**config.mk**
```make
export PLATFORM = sky130hd
export DESIGN_NAME = signed_radix_digit_emitter_flat
export DESIGN_NICKNAME = d
export VERILOG_FILES = /design/src/design/sred_pkg.sv /design/src/design/sred_in_if.sv /design/src/design/sred_out_if.sv /design/src/design/signed_radix_digit_emitter.sv /design/src/design/sred_ram.sv /design/src/design/sred_div.sv /design/src/design/sred_regs.sv /design/src/flat_wrapper.sv
export SDC_FILE = /design/constraint.sdc
export NUM_CORES = 1
export LEC_CHECK = 0
export ABC_AREA = 1
export BUFFER_PORTS_ARGS = -buffer_cell sky130_fd_sc_hd__buf_2
export CORE_MARGIN = 2
export CORE_UTILIZATION = 30
export CTS_CLUSTER_SIZE = 10
export DETAILED_ROUTE_END_ITERATION = 10
export SETUP_SLACK_MARGIN = 0.1
export SLEW_MARGIN = 30
export SYNTH_ARGS = -nofsm -noshare
export SYNTH_HDL_FRONTEND = slang
export SYNTH_SLANG_ARGS = --single-unit
```
**constraint.sdc**
```tcl
create_clock -name clk -period 2.96 [get_ports clk]
set_input_delay 0.148 -clock clk [delete_from_list [all_inputs] [get_ports clk]]
set_output_delay 0.148 -clock clk [all_outputs]
set_load 0.02 [all_outputs]
```
**src/design/sred_pkg.sv**
```systemverilog
`timescale 1ns / 1ps
// ----------------------------------------------------------------------------
// sred_pkg
// Shared types, constants and the symbol lookup for the radix digit emitter.
// ----------------------------------------------------------------------------
package sred_pkg;

	// symbol alphabet geometry
	localparam int SYM_W     = 8;
	localparam int NUM_SYMS  = 16;
	localparam int SYM_IDX_W = 4;
	localparam int BASE_W    = 5;
	localparam int REG_W     = 64;
	localparam int ADDR_W    = 5;

	// reserved characters
	localparam logic [SYM_W-1:0] SYM_MINUS = 8'd45;
	localparam logic [SYM_W-1:0] SYM_PLUS  = 8'd43;
	localparam logic [SYM_W-1:0] SYM_NUL   = 8'd0;

	// configuration as seen by the sequencer
	typedef struct packed {
		logic [BASE_W-1:0]          base_size;
		logic [NUM_SYMS*SYM_W-1:0]  alphabet;
	} cfg_t;

	// symbol byte for one digit index
	function automatic logic [SYM_W-1:0] sym_at(
		input logic [NUM_SYMS*SYM_W-1:0] alpha,
		input logic [SYM_IDX_W-1:0]      d
	);
		return alpha[d*SYM_W +: SYM_W];
	endfunction

endpackage

```
**src/design/sred_in_if.sv**
```systemverilog
`timescale 1ns / 1ps
// ----------------------------------------------------------------------------
// sred_in_if
// Input channel: one signed number per beat, valid/ready handshake.
// ----------------------------------------------------------------------------
interface sred_in_if #(
	parameter int VALUE_BITS = 32
);
	logic                  valid;
	logic                  ready;
	logic [VALUE_BITS-1:0] value;

	modport source (output valid, output value, input ready);
	modport sink   (input valid, input value, output ready);
endinterface

```
**src/design/sred_out_if.sv**
```systemverilog
`timescale 1ns / 1ps
// ----------------------------------------------------------------------------
// sred_out_if
// Output channel: one character per beat with a last flag.
// ----------------------------------------------------------------------------
interface sred_out_if;
	logic       valid;
	logic       ready;
	logic [7:0] out_char;
	logic       last;

	modport source (output valid, output out_char, output last, input ready);
	modport sink   (input valid, input out_char, input last, output ready);
endinterface

```
**src/design/signed_radix_digit_emitter.sv**
```systemverilog
`timescale 1ns / 1ps
// ----------------------------------------------------------------------------
// signed_radix_digit_emitter
// Prints a signed integer as text in a configured radix and alphabet.
// ----------------------------------------------------------------------------
// Usage:
//   num  : one signed VALUE_BITS-bit number per beat (valid/ready).
//   chr  : one character per beat, '-' first for negatives, then the digits
//          most significant first; last marks the final character.
//   APB  : base_size at 0x00, alphabet_low at 0x08, alphabet_high at 0x10.
//          Write only while the block is idle.
// Flow: num.ready is high only when the sequencer is idle. An item goes
//   through the alphabet check (one symbol per cycle), then through the
//   shared bit-serial divider once per digit, then per emitted character
//   a stack RAM read and an output load, which waits while chr is stalled.
// An invalid alphabet ends the item after the check with no characters.
// Reset clears the registers (base_size 0, so items give no output until
//   configured) and returns the sequencer to idle.
// A stalled chr holds its beat; the sequencer waits on the output register
//   and the final character may still be pending when the next number enters.
// ----------------------------------------------------------------------------
module signed_radix_digit_emitter #(
	parameter int MAX_RADIX  = 16,
	parameter int VALUE_BITS = 32
) (
	input  logic                        clk,
	input  logic                        arst_n,
	sred_in_if.sink                     num,
	sred_out_if.source                  chr,
	input  logic                        psel,
	input  logic                        penable,
	input  logic                        pwrite,
	input  logic [sred_pkg::ADDR_W-1:0] paddr,
	input  logic [sred_pkg::REG_W-1:0]  pwdata,
	output logic [sred_pkg::REG_W-1:0]  prdata,
	output logic                        pready
);
	import sred_pkg::*;

	localparam int DIGIT_W = (MAX_RADIX > 1) ? $clog2(MAX_RADIX) : 1;
	localparam int RADIX_W = DIGIT_W + 1;
	localparam int SP_W    = $clog2(VALUE_BITS + 1);
	localparam int RA_W    = $clog2(VALUE_BITS);

	typedef enum logic [2:0] {
		ST_IDLE,
		ST_CHECK,
		ST_DIV,
		ST_SIGN,
		ST_POP,
		ST_LOAD
	} state_t;

	state_t                state_q;
	cfg_t                  cfg;
	logic [SYM_IDX_W-1:0]  i_q;
	logic [SP_W-1:0]       sp_q;
	logic [VALUE_BITS-1:0] mag_q;
	logic                  neg_q;
	logic                  div_start_q;
	logic                  out_valid_q;
	logic [SYM_W-1:0]      out_char_q;
	logic                  out_last_q;

	logic                  div_done;
	logic [VALUE_BITS-1:0] div_quo;
	logic [DIGIT_W-1:0]    div_rem;
	logic [DIGIT_W-1:0]    ram_rdata;
	logic [SYM_W-1:0]      sym_i;
	logic                  sym_bad;
	logic                  n_ok;
	logic                  check_last;
	logic                  out_free;
	logic                  out_load;
	logic                  in_neg;

	// configuration registers
	sred_regs u_regs (
		.clk     (clk),
		.arst_n  (arst_n),
		.psel    (psel),
		.penable (penable),
		.pwrite  (pwrite),
		.paddr   (paddr),
		.pwdata  (pwdata),
		.prdata  (prdata),
		.pready  (pready),
		.cfg     (cfg)
	);

	// shared divider
	sred_div #(
		.DIVIDEND_W (VALUE_BITS),
		.DIVISOR_W  (RADIX_W)
	) u_div (
		.clk       (clk),
		.arst_n    (arst_n),
		.start     (div_start_q),
		.dividend  (mag_q),
		.divisor   (cfg.base_size[RADIX_W-1:0]),
		.done      (div_done),
		.quotient  (div_quo),
		.remainder (div_rem)
	);

	// digit stack
	sred_ram #(
		.WIDTH (DIGIT_W),
		.DEPTH (VALUE_BITS)
	) u_stack (
		.clk   (clk),
		.we    (state_q == ST_DIV && div_done),
		.waddr (sp_q[RA_W-1:0]),
		.wdata (div_rem),
		.re    (state_q == ST_POP),
		.raddr (RA_W'(sp_q - 1'b1)),
		.rdata (ram_rdata)
	);

	// alphabet check for symbol i against the reserved characters and every later symbol in use
	always_comb begin
		sym_i   = sym_at(cfg.alphabet, i_q);
		sym_bad = (sym_i == SYM_NUL) || (sym_i == SYM_PLUS) || (sym_i == SYM_MINUS);
		for (int j = 0; j < NUM_SYMS; j++) begin
			if (SYM_IDX_W'(j) > i_q && BASE_W'(j) < cfg.base_size &&
			    sym_at(cfg.alphabet, SYM_IDX_W'(j)) == sym_i) begin
				sym_bad = 1'b1;
			end
		end
	end

	assign n_ok       = (cfg.base_size >= BASE_W'(2)) &&
	                    (cfg.base_size <= BASE_W'(MAX_RADIX));
	assign check_last = (i_q == SYM_IDX_W'(cfg.base_size - 1'b1));
	assign out_free   = !out_valid_q || chr.ready;
	assign out_load   = ((state_q == ST_SIGN) || (state_q == ST_LOAD)) && out_free;
	assign in_neg     = num.value[VALUE_BITS-1];

	// sequencer
	always_ff @(posedge clk or negedge arst_n) begin
		if (!arst_n) begin
			state_q     <= ST_IDLE;
			i_q         <= '0;
			sp_q        <= '0;
			mag_q       <= '0;
			neg_q       <= 1'b0;
			div_start_q <= 1'b0;
			out_valid_q <= 1'b0;
			out_char_q  <= '0;
			out_last_q  <= 1'b0;
		end else begin
			div_start_q <= 1'b0;
			if (out_load) begin
				out_valid_q <= 1'b1;
			end else if (chr.ready) begin
				out_valid_q <= 1'b0;
			end
			unique case (state_q)
				ST_IDLE: begin
					if (num.valid) begin
						neg_q   <= in_neg;
						mag_q   <= in_neg ? (~num.value + 1'b1) : num.value;
						i_q     <= '0;
						sp_q    <= '0;
						state_q <= ST_CHECK;
					end
				end
				ST_CHECK: begin
					if (!n_ok || sym_bad) begin
						state_q <= ST_IDLE;
					end else if (check_last) begin
						div_start_q <= 1'b1;
						state_q     <= ST_DIV;
					end else begin
						i_q <= i_q + 1'b1;
					end
				end
				ST_DIV: begin
					if (div_done) begin
						sp_q  <= sp_q + 1'b1;
						mag_q <= div_quo;
						if (div_quo != '0) begin
							div_start_q <= 1'b1;
						end else if (neg_q) begin
							state_q <= ST_SIGN;
						end else begin
							state_q <= ST_POP;
						end
					end
				end
				ST_SIGN: begin
					if (out_free) begin
						out_char_q <= SYM_MINUS;
						out_last_q <= 1'b0;
						state_q    <= ST_POP;
					end
				end
				ST_POP: begin
					sp_q    <= sp_q - 1'b1;
					state_q <= ST_LOAD;
				end
				ST_LOAD: begin
					if (out_free) begin
						out_char_q <= sym_at(cfg.alphabet, SYM_IDX_W'(ram_rdata));
						out_last_q <= (sp_q == '0);
						state_q    <= (sp_q == '0) ? ST_IDLE : ST_POP;
					end
				end
				default: state_q <= ST_IDLE;
			endcase
		end
	end

	// channel drive
	assign num.ready    = (state_q == ST_IDLE);
	assign chr.valid    = out_valid_q;
	assign chr.out_char = out_char_q;
	assign chr.last     = out_last_q;
endmodule

```
**src/design/sred_ram.sv**
```systemverilog
`timescale 1ns / 1ps
// ----------------------------------------------------------------------------
// sred_ram
// Generic single-write, single-read RAM with registered read data.
// ----------------------------------------------------------------------------
module sred_ram #(
	parameter int WIDTH = 4,
	parameter int DEPTH = 32
) (
	input  logic                     clk,
	input  logic                     we,
	input  logic [$clog2(DEPTH)-1:0] waddr,
	input  logic [WIDTH-1:0]         wdata,
	input  logic                     re,
	input  logic [$clog2(DEPTH)-1:0] raddr,
	output logic [WIDTH-1:0]         rdata
);
	logic [WIDTH-1:0] mem_q [DEPTH];

	// write port and registered read port
	always_ff @(posedge clk) begin
		if (we) begin
			mem_q[waddr] <= wdata;
		end
		if (re) begin
			rdata <= mem_q[raddr];
		end
	end
endmodule

```
**src/design/sred_div.sv**
```systemverilog
`timescale 1ns / 1ps
// ----------------------------------------------------------------------------
// sred_div
// Restoring divider, one quotient bit per cycle, small divisor.
// ----------------------------------------------------------------------------
module sred_div #(
	parameter int DIVIDEND_W = 32,
	parameter int DIVISOR_W  = 5
) (
	input  logic                  clk,
	input  logic                  arst_n,
	input  logic                  start,
	input  logic [DIVIDEND_W-1:0] dividend,
	input  logic [DIVISOR_W-1:0]  divisor,
	output logic                  done,
	output logic [DIVIDEND_W-1:0] quotient,
	output logic [DIVISOR_W-2:0]  remainder
);
	localparam int REM_W = DIVISOR_W - 1;
	localparam int CNT_W = $clog2(DIVIDEND_W);

	logic             busy_q;
	logic             done_q;
	logic [CNT_W-1:0] cnt_q;
	logic [DIVIDEND_W-1:0] quo_q;
	logic [REM_W-1:0]      rem_q;
	logic [DIVISOR_W-1:0]  trial;
	logic                  ge;

	// one shift-subtract step
	assign trial = {rem_q, quo_q[DIVIDEND_W-1]};
	assign ge    = (trial >= divisor);

	// control: bit counter and done pulse
	always_ff @(posedge clk or negedge arst_n) begin
		if (!arst_n) begin
			busy_q <= 1'b0;
			done_q <= 1'b0;
			cnt_q  <= '0;
		end else begin
			done_q <= 1'b0;
			if (start) begin
				busy_q <= 1'b1;
				cnt_q  <= CNT_W'(DIVIDEND_W - 1);
			end else if (busy_q) begin
				if (cnt_q == '0) begin
					busy_q <= 1'b0;
					done_q <= 1'b1;
				end else begin
					cnt_q <= cnt_q - 1'b1;
				end
			end
		end
	end

	// datapath: partial remainder and quotient shift register
	always_ff @(posedge clk) begin
		if (start) begin
			quo_q <= dividend;
			rem_q <= '0;
		end else if (busy_q) begin
			quo_q <= {quo_q[DIVIDEND_W-2:0], ge};
			rem_q <= ge ? REM_W'(trial - divisor) : REM_W'(trial);
		end
	end

	assign done      = done_q;
	assign quotient  = quo_q;
	assign remainder = rem_q;
endmodule

```
**src/design/sred_regs.sv**
```systemverilog
`timescale 1ns / 1ps
// ----------------------------------------------------------------------------
// sred_regs
// APB register file: radix and the two alphabet words.
// ----------------------------------------------------------------------------
module sred_regs (
	input  logic                   clk,
	input  logic                   arst_n,
	input  logic                   psel,
	input  logic                   penable,
	input  logic                   pwrite,
	input  logic [sred_pkg::ADDR_W-1:0] paddr,
	input  logic [sred_pkg::REG_W-1:0]  pwdata,
	output logic [sred_pkg::REG_W-1:0]  prdata,
	output logic                   pready,
	output sred_pkg::cfg_t         cfg
);
	import sred_pkg::*;

	typedef enum logic [1:0] {
		REG_BASE_SIZE = 2'd0,
		REG_ALPHA_LO  = 2'd1,
		REG_ALPHA_HI  = 2'd2,
		REG_NONE      = 2'd3
	} reg_idx_t;

	logic [BASE_W-1:0] base_size_q;
	logic [REG_W-1:0]  alpha_lo_q;
	logic [REG_W-1:0]  alpha_hi_q;
	reg_idx_t          idx;
	logic              wr_en;

	assign idx    = reg_idx_t'(paddr[4:3]);
	assign wr_en  = psel && penable && pwrite;
	assign pready = 1'b1;

	// register writes
	always_ff @(posedge clk or negedge arst_n) begin
		if (!arst_n) begin
			base_size_q <= '0;
			alpha_lo_q  <= '0;
			alpha_hi_q  <= '0;
		end else if (wr_en) begin
			unique case (idx)
				REG_BASE_SIZE: base_size_q <= pwdata[BASE_W-1:0];
				REG_ALPHA_LO:  alpha_lo_q  <= pwdata;
				REG_ALPHA_HI:  alpha_hi_q  <= pwdata;
				default: ;
			endcase
		end
	end

	// read mux
	always_comb begin
		unique case (idx)
			REG_BASE_SIZE: prdata = REG_W'(base_size_q);
			REG_ALPHA_LO:  prdata = alpha_lo_q;
			REG_ALPHA_HI:  prdata = alpha_hi_q;
			default:       prdata = '0;
		endcase
	end

	assign cfg.base_size = base_size_q;
	assign cfg.alphabet  = {alpha_hi_q, alpha_lo_q};
endmodule

```
**src/flat_wrapper.sv**
```systemverilog
// flat-port wrapper written by rule: the top's interface ports become plain ports
module signed_radix_digit_emitter_flat import sred_pkg::*;
#(
	parameter int MAX_RADIX  = 16,
	parameter int VALUE_BITS = 32
)
  (clk, arst_n, psel, penable, pwrite, paddr, pwdata, prdata, pready, num_valid, num_value, num_ready, chr_valid, chr_out_char, chr_last, chr_ready);
  sred_in_if #(.VALUE_BITS(VALUE_BITS)) num_i ();
  sred_out_if chr_i ();
  input  logic clk;
  input  logic arst_n;
  input  logic psel;
  input  logic penable;
  input  logic pwrite;
  input  logic [sred_pkg::ADDR_W-1:0] paddr;
  input  logic [sred_pkg::REG_W-1:0] pwdata;
  output logic [sred_pkg::REG_W-1:0] prdata;
  output logic pready;
  input wire logic [$bits(num_i.valid)-1:0] num_valid;
  input wire logic [$bits(num_i.value)-1:0] num_value;
  output wire logic [$bits(num_i.ready)-1:0] num_ready;
  output wire logic [$bits(chr_i.valid)-1:0] chr_valid;
  output wire logic [$bits(chr_i.out_char)-1:0] chr_out_char;
  output wire logic [$bits(chr_i.last)-1:0] chr_last;
  input wire logic [$bits(chr_i.ready)-1:0] chr_ready;
  assign num_i.valid = num_valid;
  assign num_i.value = num_value;
  assign num_ready = num_i.ready;
  assign chr_valid = chr_i.valid;
  assign chr_out_char = chr_i.out_char;
  assign chr_last = chr_i.last;
  assign chr_i.ready = chr_ready;
  signed_radix_digit_emitter #(.MAX_RADIX(MAX_RADIX), .VALUE_BITS(VALUE_BITS)) u_core (.clk(clk), .arst_n(arst_n), .num(num_i), .chr(chr_i), .psel(psel), .penable(penable), .pwrite(pwrite), .paddr(paddr), .pwdata(pwdata), .prdata(prdata), .pready(pready));
endmodule
```
==> results of run 1 <==
==> stage by stage <==
| step | cell area [um2] | setup TNS [ns] |
|---|---|---|
| finish | 27340 | 0 |
| global route | 27340 | -0.5263 |
| CTS | 26550 | 0 |
| detailed placement | 23990 | -0.3562 |
| global placement | 23990 | -0.2247 |
| floorplan | 21210 | 0 |
==> layer usage <==
layer	part of all wire, %	GRT usage, %	vias to the layer above
met5	0.045	0	-
met4	4.8	8.816	6
met3	8.7	4.303	223
met2	45	34.56	1060
met1	41	28.61	10122
li1	-	-	9984
==> cell families after synthesis <==
| kind of cell | after synthesis | synth area share [%] |
|---|---|---|
| and+or+nand+nor | 1325 | 25.54 |
| AOI/OAI and AO/OA | 602 | 16.32 |
| buffers and inverters | 402 | 7.842 |
| DFF | 365 | 46.85 |
| xor gates and xnor gates | 38 | 1.605 |
| adders and majority gates | 20 | 1.216 |
| muxes | 13 | 0.6137 |
| other | 1 | 0.01769 |
==> worst max-delay path, stage by stage, from the launching register on <==
cell and delay, ns:
dfrtp_2 0.48, inv_8 0.15, buf_12 0.15, buf_12 0.12, nand2_1 0.06, nand3_2 0.08, nand2_1 0.07, nand2_1 0.08
nand2_2 0.10, nand2_8 0.14, clkinvlp_4 0.22, nand2_1 0.12, nand2_1 0.05, nor2_1 0.08, nand4_1 0.24, nand2_1 0.17
nor2_2 0.06, nand2_2 0.11, nor2_4 0.08, nand2_2 0.09, nand2_4 0.07, nand2_2 0.06, nand2_1 0.05
==> what timing repair did <==
item / 4_1_cts / 5_1_grt
hold buffers: 98 / 0
pin swaps: 6 / 44
hold endpoints to repair: 241 / 0
gates resized for setup: 28 / 120
cloned: 3 / 11
endpoints found under the setup margin: 8 / 14
setup buffers: 6 / 15
==> cell usage in the layout, fill, tap and decap left out, types with 13 or more instances in the layout <==
| cell | count |
|---|---|
| nand2_1 | 754 |
| o21ai_0 | 296 |
| nor2_1 | 273 |
| inv_1 | 228 |
| dfrtp_1 | 194 |
| buf_2 | 178 |
| edfxtp_1 | 164 |
| buf_4 | 135 |
| nand3_1 | 128 |
| a21oi_1 | 111 |
| dlygate4sd3_1 | 98 |
| o22ai_1 | 67 |
| clkbuf_16 | 54 |
| nand2_2 | 48 |
| o221ai_1 | 31 |
| o211ai_1 | 26 |
| xor2_1 | 25 |
| o32ai_1 | 25 |
| clkbuf_1 | 23 |
| buf_12 | 23 |
| nor3_1 | 21 |
| buf_6 | 20 |
| nand4_1 | 19 |
| ha_1 | 19 |
| nor2_2 | 17 |
| a31oi_1 | 17 |
| nand2_4 | 16 |
| nand3_2 | 16 |
| mux2i_1 | 13 |
==> registers in the layout, summed over array words and instances, names as in the netlist, 3 cells and up <==
name,count
u_core.u_regs.alpha_lo_q,64
u_core.u_div.cnt_q,5
u_core.u_regs.base_size_q,5
u_core.chr.out_char,8
u_core.state_q,3
u_core.u_regs.alpha_hi_q,64
u_core.sp_q,6
u_core.u_stack.mem_q,128
u_core.i_q,4
u_core.u_stack.rdata,4
u_core.mag_q,32
u_core.u_div.quotient,32
u_core.u_div.remainder,4
==> worst paths after layout <==
kind	start	to
worst max-delay path	u_core.i_q[0]	u_core.state_q[0]
worst min-delay path	num_value[1]	u_core.mag_q[1]
worst max register to register	u_core.i_q[0]	u_core.state_q[0]
worst min register to register	u_core.mag_q[11]	u_core.mag_q[11]
max in group asynchronous	arst_n	u_core.i_q[2]
min in group asynchronous	arst_n	u_core.u_regs.alpha_lo_q[21]
==> final cells by class <==
| type | count | share of cell area (%) |
|---|---|---|
| antenna | 2 | 0.01830 |
| multi-input combinational | 2001 | 36.64 |
| sequential | 365 | 36.35 |
| timing repair buffer | 469 | 14.30 |
| inverter | 246 | 3.446 |
| clock buffer | 69 | 4.484 |
| clock inverter | 8 | 0.4667 |
| tap | 940 | 4.301 |
==> report_power, final <==
group	total (mW)	switching [mW]	internal [mW]
Clock	5.21	2.26	2.95
Sequential	6.97	0.719	6.25
Combinational	13.4	8.52	4.91
Total	25.6	11.5	14.1
==> run_results.csv, run 1 <==
group,metric,value,unit
route,wl_per_cell,20.11,um
die,rows,97,
route,drc_errors,0,
power_and_ir_drop,power.leakage,11.93,nW
placed_design,dp_hpwl,57950,um
worst_setup_path,path_class,"reg2reg",
sta,whs,0.1151,ns
grt,grt_usage,21.62,%
die,core-area,70030,um2
yosys,synth_top_area_share,23.25,%
yosys,synth.avg_cell_area,7.666,um2
sta,max_freq,0.3388,GHz
sta,tightest_slew,0.9223,ns
die,dieArea,72820,um2
min_path,min_path_cells,6,
min_path,hp-class,"in2reg",
clock_tree,clock-sinks,365,
worst_setup_path,crit_required,3.45,ns
clock_tree,clk_path_buf_depth,3,
worst_setup_path,critPathCaptureType,"flip-flop",
yosys,synth_edf_count,164,
layout,final_core_util,39.05,%
sta,hold_violations,0,
route,vias_per_cell,5.218,
worst_setup_path,ff2ff_path_depth,22,
yosys,synth-seq-area-share,46.85,%
sta,setup_viol,0,
yosys,yosysMostFrequentCell,"nand2_1",
clock_tree,clock_latency,0.61,ns
yosys,synth_commonest_cells,"nand2_1 (799), o21ai_0 (298), nor2_1 (294)",
yosys,synth_flop_cell,"dfrtp_1",
yosys,yosysTopAreaCell,"dfrtp_1",
grt,grt_first_pass_wirelength,122000,um
grt,grt_max_degree,129,
sta,layout_setup_ws,0.008319,ns
route,ant_nets,0,
layout,multiInputGateArea,10020,um2
placed_design,dpl.cell_count,3888,
yosys,syn_area,21200,um2
die,die_h,269.9,um
power_and_ir_drop,power.density,936.4,nW/um2
route,routed_wl,82460,um
sta,grt_setup_unrepaired,"true",
power_and_ir_drop,ir_drop,0.0005219,V
clock_tree,cts_tree,"yes",
route,drt_iter0_drc,2526,
placed_design,preCtsSetupSlack,-0.08294,ns
layout,layoutNonFillerInstCount,4100,
worst_setup_path,rrSetupSlack,0.008,ns
die,boundaryPins,184,
yosys,yosysWarningCount,0,
yosys,netlist_instances,2766,
yosys,synth_nets,2894,
job,maxCapViolCount,0,
route,route.vias.total,21395,
yosys,synth-seq-cells,365,
layout,final_nets,3255,
clock_tree,root_buffer,"clkbuf_16",
status,status,"finished clean",
clock_tree,h-tree-depth,2,
layout,drive_gt1_share,17.86,%
layout,regArea,9938,um2
placed_design,gp_congestion,1.018,
sta,period_share,99.72,%
grt,antenna_found_initial,4,
clock_tree,path_clk_slew,0.06,ns
die,initial_utilization,30.28,%
grt,grt_pass1_vias,20002,
yosys,synthArstFlopShare,53.97,%
layout,n_fill_cell,7208,
worst_setup_path,arrival,3.44,ns
yosys,netlist-cell-type-count,52,
die,die_w,269.9,um
yosys,synthTopCellsByArea,"dfrtp_1 (23%), edfxtp_1 (23%), nand2_1 (14%)",
clock_tree,cts_buffers,44,
sta,fin_crit,2.952,ns
placed_design,portBuffers,179,
grt,grt_overflow,0,
sta,finClkSkew,0.02396,ns
route,firstDrtPassIters,8,
power_and_ir_drop,p_total,25.61,mW
sta,relSlewSlack,38.52,%
worst_setup_path,crit_fanout,7,
worst_setup_path,critPathLaunchType,"flip-flop",
sta,drv_slew,0,
layout,syn2layout_area_growth,28.95,%
Note: power is estimated with default switching activity, not from simulation.
==> run 2, diff against run 1 <==
Settings changed: MAX_ROUTING_LAYER set to met4.
==> run 2 against run 1 <==
Effect of this change: the run now ends with negative setup slack left; total power increased by 3.3%; sequential share of layout area decreased by 0.75 points; sequential power about the same; flip-flop and latch count did not move; clock skew up 0.0024 ns; critical endpoint is now u_core.state_q[1]; combinational power rose by 6%; wire length increased by 0.56%; fmax decreased by 2.3%; cell count increased by 0.76%.
==> run_results.csv, run 2 (same netlist as run 1, synthesis figures left out) <==
group,metric,value,unit
sta,drv_slew,0,
layout,layout_commonest_cell,"nand2_1",
worst_setup_path,arrival,3.55,ns
worst_setup_path,timing.rr.start,"u_core.i_q[0]",
grt,met2_usage,36.03,%
clock_tree,clock-sinks,365,
die,boundaryPins,184,
die,rows,97,
placed_design,dp_hpwl,58750,um
die,die_h,269.9,um
layout,n_fill_cell,7161,
clock_tree,h-tree-depth,2,
clock_tree,cts_tree,"yes",
grt,grt_max_degree,129,
grt,grt_use_met1,29.34,%
die,initial_utilization,30.28,%
layout,top_register,"u_core.u_stack.mem_q",
grt,top_usage_layer,"met2",
layout,final_cell_mix,"nand2_1 (728), o21ai_0 (297), nor2_1 (272)",
grt,grt_overflow,0,
sta,grt_setup_unrepaired,"true",
route,routed_wl,82920,um
layout,layoutNonFillerInstCount,4131,
sta,finalSetupTns,-0.2171,ns
route,vias_per_cell,5.176,
min_path,hp-class,"in2async",
sta,period_share,102.0,%
grt,grt_first_pass_wirelength,125300,um
worst_setup_path,critPathLaunchType,"flip-flop",
worst_setup_path,ff2ff_path_depth,25,
layout,final_core_util,39.86,%
sta,layout_setup_ws,-0.06010,ns
grt,grt_use_met3,3.796,%
route,wl_per_cell,20.07,um
worst_setup_path,crit_fanout,12,
grt,grt_usage,22.89,%
clock_tree,cts_buffers,44,
sta,setup_viol,5,
sta,finClkSkew,0.02638,ns
route,route.vias.total,21382,
worst_setup_path,reg2reg_to,"u_core.state_q[1]",
worst_setup_path,crit_path_start,"u_core.i_q[0]",
worst_setup_path,crit_required,3.49,ns
route,firstDrtPassIters,6,
sta,max_freq,0.3311,GHz
route,ant_nets,0,
worst_setup_path,rrSetupSlack,-0.06,ns
status,status,"finished, violations left",
layout,top_regs,"u_core.u_stack.mem_q (128), u_core.u_regs.alpha_hi_q (64), u_core.u_regs.alpha_lo_q (64)",
power_and_ir_drop,ir_drop,0.0004609,V
sta,relSlewSlack,33.05,%
worst_setup_path,path_class,"reg2reg",
clock_tree,clk_path_buf_depth,3,
sta,tightest_slew,1.004,ns
die,core-area,70030,um2
clock_tree,path_clk_slew,0.06,ns
clock_tree,clock_latency,0.61,ns
sta,fin_crit,3.020,ns
power_and_ir_drop,power.leakage,12.18,nW
power_and_ir_drop,power.density,947.4,nW/um2
layout,final_nets,3287,
job,maxCapViolCount,0,
status,violations,"negative setup slack",
placed_design,dpl.cell_count,3902,
die,die_w,269.9,um
power_and_ir_drop,p_total,26.44,mW
grt,antenna_found_initial,3,
layout,syn2layout_area_growth,31.64,%
sta,hold_violations,0,
grt,grt_pass1_vias,20573,
clock_tree,root_buffer,"clkbuf_16",
route,drc_errors,0,
die,dieArea,72820,um2
worst_setup_path,critPathCaptureType,"flip-flop",
placed_design,portBuffers,179,
layout,largest_reg_flops,128,
route,drt_iter0_drc,2536,
placed_design,gp_congestion,1.039,
layout,drive_gt1_share,19.97,%
[run 2: power breakdown]
| group | switching [mW] | internal, mW |
|---|---|---|
| sequential | 0.712 | 6.25 |
| clock | 2.24 | 3.01 |
| combinational | 8.77 | 5.46 |
| total | 11.7 | 14.7 |
[run 2: worst max-delay path by stage]
stage / end / slack, ns / cells past startpoint
3_3_place_gp: u_core.i_q[3] / -0.13 / 20
2_1_floorplan: u_core.u_stack.rdata[0] / 0.12 / 12
6_report: u_core.state_q[1] / -0.06 / 25
3_5_place_dp: u_core.state_q[2] / -0.14 / 20
5_1_grt: u_core.i_q[3] / -0.20 / 23
4_1_cts: u_core.i_q[3] / 0.1 / 22
[run 2: layout make-up]
cell class / instances / area [um2] / area share [%]
multi-input combinational: 1999 / 10180 / 36.47
sequential: 365 / 9937 / 35.60
timing repair buffer: 503 / 4290 / 15.37
clock buffer: 70 / 1260 / 4.514
tap: 940 / 1176 / 4.214
inverter: 246 / 955.9 / 3.425
clock inverter: 6 / 108.9 / 0.3900
antenna: 2 / 5.005 / 0.01793
[run 2: stage by stage]
step | instance area [um2] | worst slack, ns | hold WS, ns
global route | 27910 | -0.1995 | 0.1121
CTS | 27670 | 0.09956 | 0.08714
floorplan | 21210 | 0.1169 | -0.1476
detailed placement | 24130 | -0.1401 | 0.1466
global placement | 24130 | -0.1340 | 0.1453
finish | 27910 | -0.06010 | 0.07167
[run 2: critical path: stages, from the launching register on]
cell and delay, ns:
dfrtp_2 0.37, buf_12 0.16, clkinv_16 0.10, buf_12 0.14, buf_16 0.13, nand2_2 0.07
nand3_2 0.06, nand2_2 0.09, nand2_2 0.08, nand2_2 0.13, buf_6 0.12, nor2_8 0.05
buf_12 0.14, nand2_1 0.07, nor2_1 0.05, nand2_1 0.05, nand2_1 0.05, nor2_2 0.15
o21ai_1 0.13, nor2_4 0.16, nand2_2 0.11, nor2_4 0.22, nand2_2 0.10, nand2_2 0.09
nand2_1 0.05, nand2_1 0.06
[run 2: timing repair]
item / CTS / global route
gates cloned: 11 / 0
hold buffers: 98 / 0
gates resized for setup: 158 / 47
pin swaps: 73 / 40
buffers inserted: 37 / 5
endpoints found under the setup margin: 8 / 15
hold endpoints to repair: 237 / 0
[run 2: metal layers]
metal | part of all wire, % | vias to the layer above
met3 | 8.5 | 191
li1 | - | 10046
met1 | 41 | 10129
met4 | 4.5 | 0
met2 | 46 | 1016
met5 | 0 | -
